==> src/vcu_pkg.sv <==
// Shared constants, command and relation codes and types of the vector clock unit.
package vcu_pkg;

    localparam int NODES_DEF     = 16;
    localparam int TIME_BITS_DEF = 32;

    localparam int CMD_W = 2;
    localparam int ID_W  = 4;
    localparam int CNT_W = 32;
    localparam int REL_W = 2;

    localparam logic [CMD_W-1:0] CMD_TICK    = 2'd0;
    localparam logic [CMD_W-1:0] CMD_MERGE   = 2'd1;
    localparam logic [CMD_W-1:0] CMD_COMPARE = 2'd2;

    localparam logic [REL_W-1:0] REL_EQUAL      = 2'd0;
    localparam logic [REL_W-1:0] REL_BEFORE     = 2'd1;
    localparam logic [REL_W-1:0] REL_AFTER      = 2'd2;
    localparam logic [REL_W-1:0] REL_CONCURRENT = 2'd3;

    // status of the shared compare/increment unit
    typedef struct packed {
        logic lt;
        logic gt;
        logic at_max;
    } alu_flags_t;

endpackage

==> src/vcu_if.sv <==
// Valid/ready channel interfaces for input items and result items.
interface vcu_item_if import vcu_pkg::*; ();
    logic             valid;
    logic             ready;
    logic [CMD_W-1:0] cmd;
    logic [ID_W-1:0]  node_id;
    logic [CNT_W-1:0] entry_count;
    logic             last_entry;

    modport source (output valid, cmd, node_id, entry_count, last_entry, input ready);
    modport sink   (input valid, cmd, node_id, entry_count, last_entry, output ready);
endinterface

interface vcu_result_if import vcu_pkg::*; ();
    logic             valid;
    logic             ready;
    logic [CNT_W-1:0] entry_value;
    logic             overflow;
    logic             relation_valid;
    logic [REL_W-1:0] relation;

    modport source (output valid, entry_value, overflow, relation_valid, relation, input ready);
    modport sink   (input valid, entry_value, overflow, relation_valid, relation, output ready);
endinterface

==> src/vcu_alu.sv <==
// Shared counter unit: magnitude compare, saturation test and increment.
module vcu_alu import vcu_pkg::*; #(
    parameter int W = TIME_BITS_DEF
) (
    input  logic [W-1:0] a,
    input  logic [W-1:0] b,
    output logic [W-1:0] inc,
    output alu_flags_t   flags
);

    assign inc          = a + W'(1);
    assign flags.lt     = (a < b);
    assign flags.gt     = (a > b);
    assign flags.at_max = (a == {W{1'b1}});

endmodule

==> src/vcu_clock_mem.sv <==
// Counter memory with per-entry valid bits; an unwritten entry reads as zero.
module vcu_clock_mem import vcu_pkg::*; #(
    parameter  int NODES = NODES_DEF,
    parameter  int W     = TIME_BITS_DEF,
    localparam int AW    = (NODES > 1) ? $clog2(NODES) : 1
) (
    input  logic          clk,
    input  logic          rst_n,
    input  logic          wr_en,
    input  logic [AW-1:0] wr_addr,
    input  logic [W-1:0]  wr_data,
    input  logic          rd_en,
    input  logic [AW-1:0] rd_addr,
    output logic [W-1:0]  rd_data
);

    logic [W-1:0]     clock_mem [NODES];
    logic [NODES-1:0] valid_reg;
    logic [W-1:0]     rd_data_reg;
    logic             rd_valid_reg;

    always_ff @(posedge clk)
    begin
        if (wr_en)
        begin
            clock_mem[wr_addr] <= wr_data;
        end
        if (rd_en)
        begin
            rd_data_reg <= clock_mem[rd_addr];
        end
    end

    always_ff @(posedge clk or negedge rst_n)
    begin
        if (!rst_n)
        begin
            valid_reg    <= '0;
            rd_valid_reg <= 1'b0;
        end
        else
        begin
            if (wr_en)
            begin
                valid_reg[wr_addr] <= 1'b1;
            end
            if (rd_en)
            begin
                rd_valid_reg <= valid_reg[rd_addr];
            end
        end
    end

    assign rd_data = rd_valid_reg ? rd_data_reg : '0;

endmodule

==> src/vector_clock_unit_core.sv <==
// Vector clock unit top level: item sequencer, stream flags and result register.
// Tick, merge and non-final compare: accept, one memory read, an execute step, then the
// result register. A final compare adds a sweep over all NODES counters through the single
// read port. One item is in flight at a time; ready is high only while idle.
// Reset clears all counters (valid bits), the compare stream flags and the output valid flag.
module vector_clock_unit_core import vcu_pkg::*; #(
    parameter int NODES     = NODES_DEF,
    parameter int TIME_BITS = TIME_BITS_DEF
) (
    input  logic         clk,
    input  logic         rst_n,
    vcu_item_if.sink     item,
    vcu_result_if.source result
);

    localparam int AW = (NODES > 1) ? $clog2(NODES) : 1;
    localparam int CW = $clog2(NODES + 1);

    localparam logic [2:0] S_IDLE  = 3'd0;
    localparam logic [2:0] S_EXEC  = 3'd1;
    localparam logic [2:0] S_SWEEP = 3'd2;
    localparam logic [2:0] S_DONE  = 3'd3;

    logic [2:0]           state_reg, state_next;
    logic [CMD_W-1:0]     cmd_reg;
    logic [ID_W-1:0]      id_reg;
    logic [TIME_BITS-1:0] other_reg;
    logic                 last_reg;
    logic [NODES-1:0]     seen_reg, seen_next;
    logic                 any_less_reg, any_less_next;
    logic                 any_greater_reg, any_greater_next;
    logic [CW-1:0]        k_reg, k_next;
    logic                 pend_reg, pend_next;
    logic                 pend_seen_reg;
    logic [CNT_W-1:0]     res_value_reg, res_value_next;
    logic                 res_ovf_reg, res_ovf_next;
    logic                 res_rvalid_reg, res_rvalid_next;
    logic                 out_valid_reg, out_valid_next;
    logic [CNT_W-1:0]     out_value_reg;
    logic                 out_ovf_reg;
    logic                 out_rvalid_reg;
    logic [REL_W-1:0]     out_rel_reg;

    logic                 accept;
    logic                 out_load;
    logic                 id_ok;
    logic [AW-1:0]        addr_id;
    logic [AW-1:0]        addr_k;
    logic                 take;
    logic [TIME_BITS-1:0] mine;
    logic [TIME_BITS-1:0] new_val;
    logic [REL_W-1:0]     rel;

    logic                 wr_en;
    logic [TIME_BITS-1:0] wr_data;
    logic                 rd_en;
    logic [AW-1:0]        rd_addr;
    logic [TIME_BITS-1:0] rd_data;

    logic [TIME_BITS-1:0] alu_a;
    logic [TIME_BITS-1:0] alu_b;
    logic [TIME_BITS-1:0] alu_inc;
    alu_flags_t           flags;

    assign item.ready = (state_reg == S_IDLE);
    assign accept     = item.valid && item.ready;

    assign id_ok   = (32'(id_reg) < 32'(NODES));
    assign addr_id = AW'(id_reg);
    assign addr_k  = k_reg[AW-1:0];
    assign mine    = id_ok ? rd_data : '0;

    // shared unit: execute compares against the other counter, sweep tests for nonzero
    assign alu_a = (state_reg == S_SWEEP) ? rd_data : mine;
    assign alu_b = (state_reg == S_SWEEP) ? '0 : other_reg;

    vcu_alu #(.W(TIME_BITS)) u_alu (
        .a     (alu_a),
        .b     (alu_b),
        .inc   (alu_inc),
        .flags (flags)
    );

    vcu_clock_mem #(.NODES(NODES), .W(TIME_BITS)) u_mem (
        .clk     (clk),
        .rst_n   (rst_n),
        .wr_en   (wr_en),
        .wr_addr (addr_id),
        .wr_data (wr_data),
        .rd_en   (rd_en),
        .rd_addr (rd_addr),
        .rd_data (rd_data)
    );

    assign rd_en   = accept || ((state_reg == S_SWEEP) && (k_reg < CW'(NODES)));
    assign rd_addr = (state_reg == S_SWEEP) ? addr_k : AW'(item.node_id);

    assign out_load = (state_reg == S_DONE) && (!out_valid_reg || result.ready);

    always_comb
    begin
        if (!res_rvalid_reg)
        begin
            rel = REL_EQUAL;
        end
        else if (any_less_reg && any_greater_reg)
        begin
            rel = REL_CONCURRENT;
        end
        else if (any_less_reg)
        begin
            rel = REL_BEFORE;
        end
        else if (any_greater_reg)
        begin
            rel = REL_AFTER;
        end
        else
        begin
            rel = REL_EQUAL;
        end
    end

    always_comb
    begin
        state_next       = state_reg;
        seen_next        = seen_reg;
        any_less_next    = any_less_reg;
        any_greater_next = any_greater_reg;
        k_next           = k_reg;
        pend_next        = 1'b0;
        res_value_next   = res_value_reg;
        res_ovf_next     = res_ovf_reg;
        res_rvalid_next  = res_rvalid_reg;
        wr_en            = 1'b0;
        wr_data          = alu_inc;
        new_val          = mine;
        take             = 1'b0;

        case (state_reg)
            S_IDLE:
            begin
                if (accept)
                begin
                    state_next = S_EXEC;
                end
            end
            S_EXEC:
            begin
                res_ovf_next    = 1'b0;
                res_rvalid_next = 1'b0;
                state_next      = S_DONE;
                case (cmd_reg)
                    CMD_TICK:
                    begin
                        if (id_ok)
                        begin
                            if (flags.at_max)
                            begin
                                res_ovf_next = 1'b1;
                            end
                            else
                            begin
                                wr_en   = 1'b1;
                                wr_data = alu_inc;
                                new_val = alu_inc;
                            end
                        end
                    end
                    CMD_MERGE:
                    begin
                        if (id_ok && flags.lt)
                        begin
                            wr_en   = 1'b1;
                            wr_data = other_reg;
                            new_val = other_reg;
                        end
                    end
                    CMD_COMPARE:
                    begin
                        // a repeated id in the open stream keeps its first entry
                        take = !id_ok || !seen_reg[addr_id];
                        if (id_ok && take)
                        begin
                            seen_next[addr_id] = 1'b1;
                        end
                        if (take)
                        begin
                            if (flags.lt)
                            begin
                                any_less_next = 1'b1;
                            end
                            else if (flags.gt)
                            begin
                                any_greater_next = 1'b1;
                            end
                        end
                        if (last_reg)
                        begin
                            res_rvalid_next = 1'b1;
                            k_next          = '0;
                            state_next      = S_SWEEP;
                        end
                    end
                    default:
                    begin
                    end
                endcase
                res_value_next = id_ok ? CNT_W'(new_val) : '0;
            end
            S_SWEEP:
            begin
                // read of entry k is issued here, its check lands in the next cycle
                if (k_reg < CW'(NODES))
                begin
                    k_next    = k_reg + CW'(1);
                    pend_next = 1'b1;
                end
                if (pend_reg && !pend_seen_reg && flags.gt)
                begin
                    any_greater_next = 1'b1;
                end
                if (pend_reg && (k_reg == CW'(NODES)))
                begin
                    state_next = S_DONE;
                end
            end
            S_DONE:
            begin
                if (out_load)
                begin
                    state_next = S_IDLE;
                    if (res_rvalid_reg)
                    begin
                        seen_next        = '0;
                        any_less_next    = 1'b0;
                        any_greater_next = 1'b0;
                    end
                end
            end
            default:
            begin
                state_next = S_IDLE;
            end
        endcase
    end

    always_comb
    begin
        out_valid_next = out_valid_reg;
        if (out_valid_reg && result.ready)
        begin
            out_valid_next = 1'b0;
        end
        if (out_load)
        begin
            out_valid_next = 1'b1;
        end
    end

    always_ff @(posedge clk or negedge rst_n)
    begin
        if (!rst_n)
        begin
            state_reg       <= S_IDLE;
            seen_reg        <= '0;
            any_less_reg    <= 1'b0;
            any_greater_reg <= 1'b0;
            k_reg           <= '0;
            pend_reg        <= 1'b0;
            out_valid_reg   <= 1'b0;
        end
        else
        begin
            state_reg       <= state_next;
            seen_reg        <= seen_next;
            any_less_reg    <= any_less_next;
            any_greater_reg <= any_greater_next;
            k_reg           <= k_next;
            pend_reg        <= pend_next;
            out_valid_reg   <= out_valid_next;
        end
    end

    always_ff @(posedge clk)
    begin
        if (accept)
        begin
            cmd_reg   <= item.cmd;
            id_reg    <= item.node_id;
            other_reg <= TIME_BITS'(item.entry_count);
            last_reg  <= item.last_entry;
        end
        if ((state_reg == S_SWEEP) && (k_reg < CW'(NODES)))
        begin
            pend_seen_reg <= seen_reg[addr_k];
        end
        res_value_reg  <= res_value_next;
        res_ovf_reg    <= res_ovf_next;
        res_rvalid_reg <= res_rvalid_next;
        if (out_load)
        begin
            out_value_reg  <= res_value_reg;
            out_ovf_reg    <= res_ovf_reg;
            out_rvalid_reg <= res_rvalid_reg;
            out_rel_reg    <= rel;
        end
    end

    assign result.valid          = out_valid_reg;
    assign result.entry_value    = out_value_reg;
    assign result.overflow       = out_ovf_reg;
    assign result.relation_valid = out_rvalid_reg;
    assign result.relation       = out_rel_reg;

endmodule

==> src/flat_wrapper.sv <==
// flat-port wrapper written by rule: the top's interface ports become plain ports
module vector_clock_unit_core_flat import vcu_pkg::*;
#(
    parameter int NODES     = NODES_DEF,
    parameter int TIME_BITS = TIME_BITS_DEF
)
  (clk, rst_n, item_valid, item_cmd, item_node_id, item_entry_count, item_last_entry, item_ready, result_valid, result_entry_value, result_overflow, result_relation_valid, result_relation, result_ready);
  vcu_item_if item_i ();
  vcu_result_if result_i ();
  input  logic clk;
  input  logic rst_n;
  input wire logic [$bits(item_i.valid)-1:0] item_valid;
  input wire logic [$bits(item_i.cmd)-1:0] item_cmd;
  input wire logic [$bits(item_i.node_id)-1:0] item_node_id;
  input wire logic [$bits(item_i.entry_count)-1:0] item_entry_count;
  input wire logic [$bits(item_i.last_entry)-1:0] item_last_entry;
  output wire logic [$bits(item_i.ready)-1:0] item_ready;
  output wire logic [$bits(result_i.valid)-1:0] result_valid;
  output wire logic [$bits(result_i.entry_value)-1:0] result_entry_value;
  output wire logic [$bits(result_i.overflow)-1:0] result_overflow;
  output wire logic [$bits(result_i.relation_valid)-1:0] result_relation_valid;
  output wire logic [$bits(result_i.relation)-1:0] result_relation;
  input wire logic [$bits(result_i.ready)-1:0] result_ready;
  assign item_i.valid = item_valid;
  assign item_i.cmd = item_cmd;
  assign item_i.node_id = item_node_id;
  assign item_i.entry_count = item_entry_count;
  assign item_i.last_entry = item_last_entry;
  assign item_ready = item_i.ready;
  assign result_valid = result_i.valid;
  assign result_entry_value = result_i.entry_value;
  assign result_overflow = result_i.overflow;
  assign result_relation_valid = result_i.relation_valid;
  assign result_relation = result_i.relation;
  assign result_i.ready = result_ready;
  vector_clock_unit_core #(.NODES(NODES), .TIME_BITS(TIME_BITS)) u_core (.clk(clk), .rst_n(rst_n), .item(item_i), .result(result_i));
endmodule
==> config.mk <==
export PLATFORM = sky130hd
export DESIGN_NAME = vector_clock_unit_core_flat
export DESIGN_NICKNAME = d
export VERILOG_FILES = /design/src/vcu_pkg.sv /design/src/vcu_if.sv /design/src/vcu_alu.sv /design/src/vcu_clock_mem.sv /design/src/vector_clock_unit_core.sv /design/src/flat_wrapper.sv
export SDC_FILE = /design/constraint.sdc
export NUM_CORES = 1
export LEC_CHECK = 0
export BUFFER_PORTS_ARGS = -buffer_cell sky130_fd_sc_hd__clkbuf_2
export CAP_MARGIN = 20
export CORE_MARGIN = 1.5
export CORE_UTILIZATION = 58
export CTS_CLUSTER_DIAMETER = 30
export DETAILED_ROUTE_END_ITERATION = 12
export PLACE_DENSITY = 0.77
export SLEW_MARGIN = 20
export SYNTH_ARGS = -nofsm -noshare
export SYNTH_HDL_FRONTEND = slang
export SYNTH_SLANG_ARGS = --single-unit
==> constraint.sdc <==
create_clock -name clk -period 9.3 [get_ports clk]
set_input_delay 1.86 -clock clk [delete_from_list [all_inputs] [get_ports clk]]
set_output_delay 1.86 -clock clk [all_outputs]
set_load 0.01 [all_outputs]
**After elaboration in Yosys (flattened, before gate mapping)**

Memory sizes are Yosys's and may differ from the RTL's. A register that Yosys moved wholly into a read port is not among the register bits.
Index checks and enable logic that the tools add are counted.

- Register bits after elaboration: 155
- RAM bits: 512
- Bits of input ports: 43
- Memories kept: 1

- Add/subtract/negate cells: 2
- $lt $le $gt $ge: 7
- Eq/ne operators: 19
- Mux-type cells: 59
- Bitwise logic cells: 2
- Reduce and logical (&&, ||, !) cells: 24

Memories:

| memory | words | width | read ports | clocked after memory_dff | wr ports | RTL line | source |
|---|---|---|---|---|---|---|---|
| u_core.u_mem.clock_mem | 16 | 32 | 1 | 1 | 1 | vcu_clock_mem.sv:17 | `logic [W-1:0] clock_mem [NODES];` |

Operators with widths:

| operator | count |
|---|---|
| $mux 32 | 7 |
| $mux 16 | 4 |
| $pmux 32 s2 | 1 |
| $add 32x1->32 const B | 1 |
| $eq 32x32->1 const B | 1 |
| $gt 32x32->1 | 1 |
| $lt 32x32->1 | 1 |
| $or 16x16->16 | 2 |
| $pmux 16 s2 | 1 |
| $mux 1 | 26 |
| $ne 2x1->1 const B | 8 |
| $lt 4x5->1 const B | 3 |
| $mux 5 | 3 |
| $bmux 1 s4 | 3 |
| $mux 3 | 4 |
| $pmux 3 s4 | 1 |
| $pmux 5 s2 | 1 |
| $logic_and 1x1->1 | 9 |
| $ne 2x2->1 const B | 4 |
| $reduce_and 8->1 | 1 |
| $eq 3x2->1 const B | 2 |
| $mux 2 | 3 |
| $reduce_and 6->1 | 1 |
| $reduce_bool 2->1 | 3 |
| 19 further kinds | 22 |

**Logic depth before layout (Yosys ltp)**

- Word-level depth: 8
- Gate-level depth with buffers: 17
- Gate-level depth less buffers: 12

**By module**

A second synthesis with hierarchy kept.

- Cell total of the unflattened synthesis: 1532
- Area total of the unflattened synthesis: 28894.0 µm²

By module, submodules not included:

| module | times used | cells an instance | area an instance (µm²) | seq. area each (µm²) |
|---|---|---|---|---|
| vcu_clock_mem | 1 | 841 | 21145.3 | 16761.1 |
| vector_clock_unit_core | 1 | 494 | 6328.6 | 3978.8 |
| vcu_alu | 1 | 197 | 1420.1 | 0.0 |

**Worst setup path after synthesis**

Ideal clock, no wire load.

- Path type: reg-to-reg
- From: reg u_core.state_reg[0]
- To: mem u_core.u_mem.clock_mem[0][0] (netlist name), enable pin
- Library setup time: 421 ps
- Arrival time: 4755 ps
- Data required time: 8879 ps
- Setup slack: 4124 ps
- Stages on the path, launching flop included: 17
- Path buffers: 4
- Period minus slack after synthesis: 5176 ps
- Path through: dfrtp_1 -> inv_1 -> ha_1 -> clkbuf_1 -> buf_1 -> inv_1 -> clkbuf_1 -> nand2_1 -> ha_1 -> nand4_1 -> nor3_1 -> a222oi_1 -> o211ai_1 -> nor3_1 -> clkbuf_1 -> o21ai_1 -> nor2_1

- Cells in the longest elaborated chain, start to end: 8

Ends and longest elaborated chain:

| item | RTL line | source |
|---|---|---|
| from (decl) | vector_clock_unit_core.sv:24 | `logic [2:0] state_reg, state_next;` |
| from (signal assigned) | vector_clock_unit_core.sv:275 | `state_reg <= state_next;` |
| $eq 3x2->1 | n/a |  |
| $mux 32 | vector_clock_unit_core.sv:75 | `assign alu_b = (state_reg == S_SWEEP) ? '0 : other_reg;` |
| $lt 32x32->1 | vcu_alu.sv:12 | `assign flags.lt = (a < b);` |
| $mux 1 | vector_clock_unit_core.sv:172 | `if (id_ok && flags.lt)` |
| $pmux 1 s2 | vector_clock_unit_core.sv:153 | `case (cmd_reg)` |
| $mux 1 * | vector_clock_unit_core.sv:140 | `case (state_reg)` |
| $mux 1 * | vcu_clock_mem.sv:24 | `if (wr_en)` |
| $mux 1 (implied by the code) * | vcu_clock_mem.sv:26 | `clock_mem[wr_addr] <= wr_data;` |
| to (decl) | vcu_clock_mem.sv:17 |  |

Every way passes the cells marked *; elsewhere a longest branch is shown, timed or not.

**Final worst setup path**

- From: reg u_core.state_reg[0]
- To: mem u_core.u_mem.clock_mem[10][31] (netlist name), data pin

- Cells in the longest elaborated chain, start to end: 6

Ends and longest elaborated chain:

| item | RTL line | source |
|---|---|---|
| $eq 3x2->1 | n/a |  |
| $mux 32 | vector_clock_unit_core.sv:75 |  |
| $lt 32x32->1 | vcu_alu.sv:12 |  |
| $mux 32 | vector_clock_unit_core.sv:172 |  |
| $mux 32 | n/a |  |
| $mux 32 * | vector_clock_unit_core.sv:140 |  |
| named net u_core.u_mem.wr_data[31] | vcu_clock_mem.sv:11 | `input logic [W-1:0] wr_data,` |

Mark *: on every way through the listed nets, which the timed path passes. The rest lies on a longest branch.

==> flow_summary.rst <==
.. list-table::
   :header-rows: 1

   * - Metric
     - Value
   * - Outcome
     - finished, final reports clean
   * - Setup Total Neg Slack
     - 0 ns
   * - Biggest area contributors in the synthesized netlist
     - edfxtp_1 (68%), mux4_2 (11%), dfrtp_1 (3.8%)
   * - Initial Util
     - 59.05%
   * - Remaining Overflow, GRT
     - 0
   * - Overall power of the completed layout
     - 11.43 mW
   * - Largest net degree at the start of global routing
     - 133
   * - Hold_sp
     - u_core.res_value_reg[3]$_DFFE_PP_
   * - Post-Syn Area per Cell
     - 17.13 um2
   * - Total wire length
     - 72120 um
   * - Area of the placeable core
     - 49150 um2
   * - Buffer depth of the longest clock path
     - 3
   * - Number of remaining DRC errors
     - 0
   * - HPWL after detailed placement
     - 39530 um
   * - Met2 usage
     - 47.13%
   * - Critical Path RT
     - 9.61 ns
   * - Sequential-to-total area share from yosys stat
     - 71.45%
   * - Yosys top cell by area
     - edfxtp_1
   * - Area after DPL
     - 30360 um2
   * - Critical path class
     - reg2reg
   * - First-iteration detailed-routing DRC count
     - 2078
   * - Synth warn
     - 0
   * - Fraction of final layout cells sized beyond drive strength 1
     - 26.99%
   * - Clock slew at reported path FFs
     - 0.06 ns
   * - Cell variety after synth
     - 62
   * - Reg2Reg Setup Slack
     - 3.79 ns
   * - Routed via count divided by cell count
     - 6.457
   * - Cell with the most instances on the worst path
     - buf_4
   * - Detailed-route wire length per cell
     - 27.72 um
   * - Post-CTS setup-driven buffer insertion count
     - 0
   * - Biggest register
     - u_core.u_mem.clock_mem
   * - Vias after detailed routing
     - 16800
   * - Worst hold path type
     - reg2reg
   * - Gp weighted congestion
     - 0.9141
   * - Leakage power total
     - 12.08 nW
   * - Launch point of the worst reg-to-reg path
     - u_core.state_reg[0]$_DFFE_PN0P_
   * - Count of endpoints failing setup in the final report
     - 0
   * - Final period util
     - 59.26%
   * - Setup Skew
     - 0.03124 ns
   * - Source-to-sink clock delay at the later pin of the worst-skew pair
     - 0.67 ns
   * - Netlist area before placement
     - 29030 um2
   * - Critical path launch point type
     - flip-flop
   * - Final critical path time including I/O delays and setup
     - 5.512 ns
   * - Final Net Count
     - 1917
   * - List of most frequent post-synthesis cells
     - edfxtp_1 (654), nand2_1 (165), mux4_2 (141)
   * - Clk root buf
     - clkbuf_16
   * - Number of standard cells in the final layout excluding fillers
     - 2602
   * - Slew at the pin with the worst max-slew slack
     - 1.128 ns
   * - Hold Violations, Final
     - 0
   * - Number of buffers added by the clock tree synthesis step
     - 117
   * - Setup repair after global routing missed its margin
     - no
   * - Most utilized layer in the global route result
     - met2
   * - Clock Sink Count
     - 698
   * - TritonRoute pass-1 iters
     - 8
   * - Cell depth of the worst flop-to-flop path
     - 15
   * - Power density relative to cell area
     - 332.5 nW/um2
   * - GRT met3 Usage
     - 5.274%
   * - Post-CTS Resized
     - 0
   * - Worst stage delay on the critical path
     - 0.88 ns
   * - Global-route wire length before repair
     - 107500 um
   * - Antenna diodes
     - 0
   * - Via count of the first global-routing pass
     - 17250
   * - Antenna Violating Nets Remaining
     - 0
   * - Primary flip-flop cell chosen by synthesis mapping
     - edfxtp_1
   * - Post-synthesis register bit count
     - 698
   * - Design area
     - 34360 um2
   * - R2r endpoint
     - u_core.u_mem.clock_mem[10][31]$_DFFE_PP_
   * - Syn-to-layout area delta
     - 18.39%
   * - Post-synthesis instance total
     - 1694
   * - Number of top-level pins
     - 81
   * - Sequence of cells on the critical path
     - inv_1, ha_1, inv_1, buf_4, nand2_1, ha_1, nand4_1, nor4_1, nand2b_1, o211ai_1, nor3_2, buf_4, nand2_1, buf_4, mux2i_1
   * - Kind of end point of the critical path
     - flip-flop
   * - Number of flops mapped to enable cells by yosys
     - 654
   * - Share of the synthesized area in the top cell type
     - 67.66%
   * - Port Buffer Count
     - 80
   * - Die ar.
     - 51400 um2
   * - Worst hold path cell count
     - 0
   * - Most frequently used cell type in the post-synthesis netlist
     - edfxtp_1
   * - Net Count, Synth
     - 1777
   * - CTS tree
     - built
   * - Fin. max-slew vios
     - 0
   * - Number of buffers added to fix hold violations after cts
     - 0
   * - Master of the slowest instance on the critical path
     - mux2i_1
   * - Remaining max-slew budget at the tightest pin
     - 24.28%
   * - Number of maximum-capacitance constraint violations
     - 0
   * - Initial antenna violation count
     - 0
   * - Fmax
     - 0.1814 GHz
   * - Number of placement rows
     - 81
   * - Share of synthesized registers carrying an async set or reset
     - 6.304%
   * - Arrival @ worst endpoint
     - 5.82 ns
   * - Destination of the worst hold path
     - u_core.result.entry_value[3]$_DFFE_PP_
   * - Die X-Extent
     - 226.7 um
   * - Die height
     - 226.7 um
   * - Cell count after placement
     - 2379
   * - Crit Path Max Fanout
     - 40
   * - Met1 track demand over resource in global routing
     - 38.10%
   * - Worst IR drop on VDD
     - 180.1 uV
   * - Global Route Usage Sum
     - 28.90%
   * - Max reg flops
     - 512
   * - # H-tree levels
     - 3
## how the worst max path moves through the flow
stage | start | end | depth (start not counted)
3_3_place_gp | u_core.state_reg[0]$_DFFE_PN0P_ | u_core.u_mem.clock_mem[4][9]$_DFFE_PP_ | 15
5_1_grt | u_core.state_reg[0]$_DFFE_PN0P_ | u_core.u_mem.clock_mem[9][31]$_DFFE_PP_ | 15
3_5_place_dp | u_core.state_reg[0]$_DFFE_PN0P_ | u_core.u_mem.clock_mem[0][2]$_DFFE_PP_ | 15
4_1_cts | u_core.state_reg[0]$_DFFE_PN0P_ | u_core.u_mem.clock_mem[3][2]$_DFFE_PP_ | 15
2_1_floorplan | u_core.state_reg[0]$_DFFE_PN0P_ | u_core.u_mem.clock_mem[0][0]$_DFFE_PP_ | 16
6_report | u_core.state_reg[0]$_DFFE_PN0P_ | u_core.u_mem.clock_mem[10][31]$_DFFE_PP_ | 15
## cell families after synthesis
kind of cell	count (synthesis)	share of synthesized area, %
adder cells (fa/ha/maj)	40	1.724
AND/OR/NAND/NOR	394	6.522
buffers and inverters	132	1.819
XOR/XNOR	25	0.7544
flip-flops	698	71.45
AO/OA/AOI/OAI	225	5.315
multiplexers	180	12.41
## per-layer routing
| layer | vias up | routed length (um) |
|---|---|---|
| met1 | 8579 | 27170 |
| li1 | 7061 | - |
| met5 | - | 0 |
| met4 | 0 | 2952 |
| met3 | 200 | 6650 |
| met2 | 960 | 35350 |
## worst max-delay path, delay by kind of cell (launching register included)
family	cells	cell delay, ns
AO/OA/AOI/OAI	1	0.34
adder cells (fa/ha/maj)	2	0.85
flip-flops	1	0.40
multiplexers	1	0.88
buffers and inverters	5	1.30
AND/OR/NAND/NOR	6	1.34
## placed cells by master (no fill, tap or decap), drive strengths merged, types with 35 or more instances in the layout
cell / n
clkinv: 42
nor2: 68
clkbuf: 211
and2: 51
mux4: 141
buf: 35
edfxtp: 654
a31oi: 51
nand2: 165
dfrtp: 44
ha: 40
inv: 64
## per-stage QoR
stage | utilization (%) | hold slack [ns] | setup WS, ns
6_report | 69.91 | 0.4123 | 3.788
4_1_cts | 69.87 | 0.4121 | 3.806
3_3_place_gp | 61.75 | 0.4011 | 4.014
3_5_place_dp | 61.77 | 0.4045 | 3.855
2_1_floorplan | - | 0.4003 | 4.124
5_1_grt | 69.91 | 0.4162 | 3.541
## final cells by class
cell class,count,area (um2)
multi-input cells,864,7980
well taps,664,830.8
flip-flops and latches,698,20740
clock inverters,91,978.4
fillers,2904,14790
repair buffers,114,683.2
inverters,39,146.4
clock buffers,132,3005
## report_power, final
| group | total [mW] | switching (mW) | internal (mW) |
|---|---|---|---|
| Sequential | 4.49 | 0.275 | 4.21 |
| Combinational | 2.65 | 1.68 | 0.971 |
| Clock | 4.29 | 1.59 | 2.70 |
| Total | 11.4 | 3.54 | 7.89 |
No activity file was read; power rests on OpenSTA's default activity.
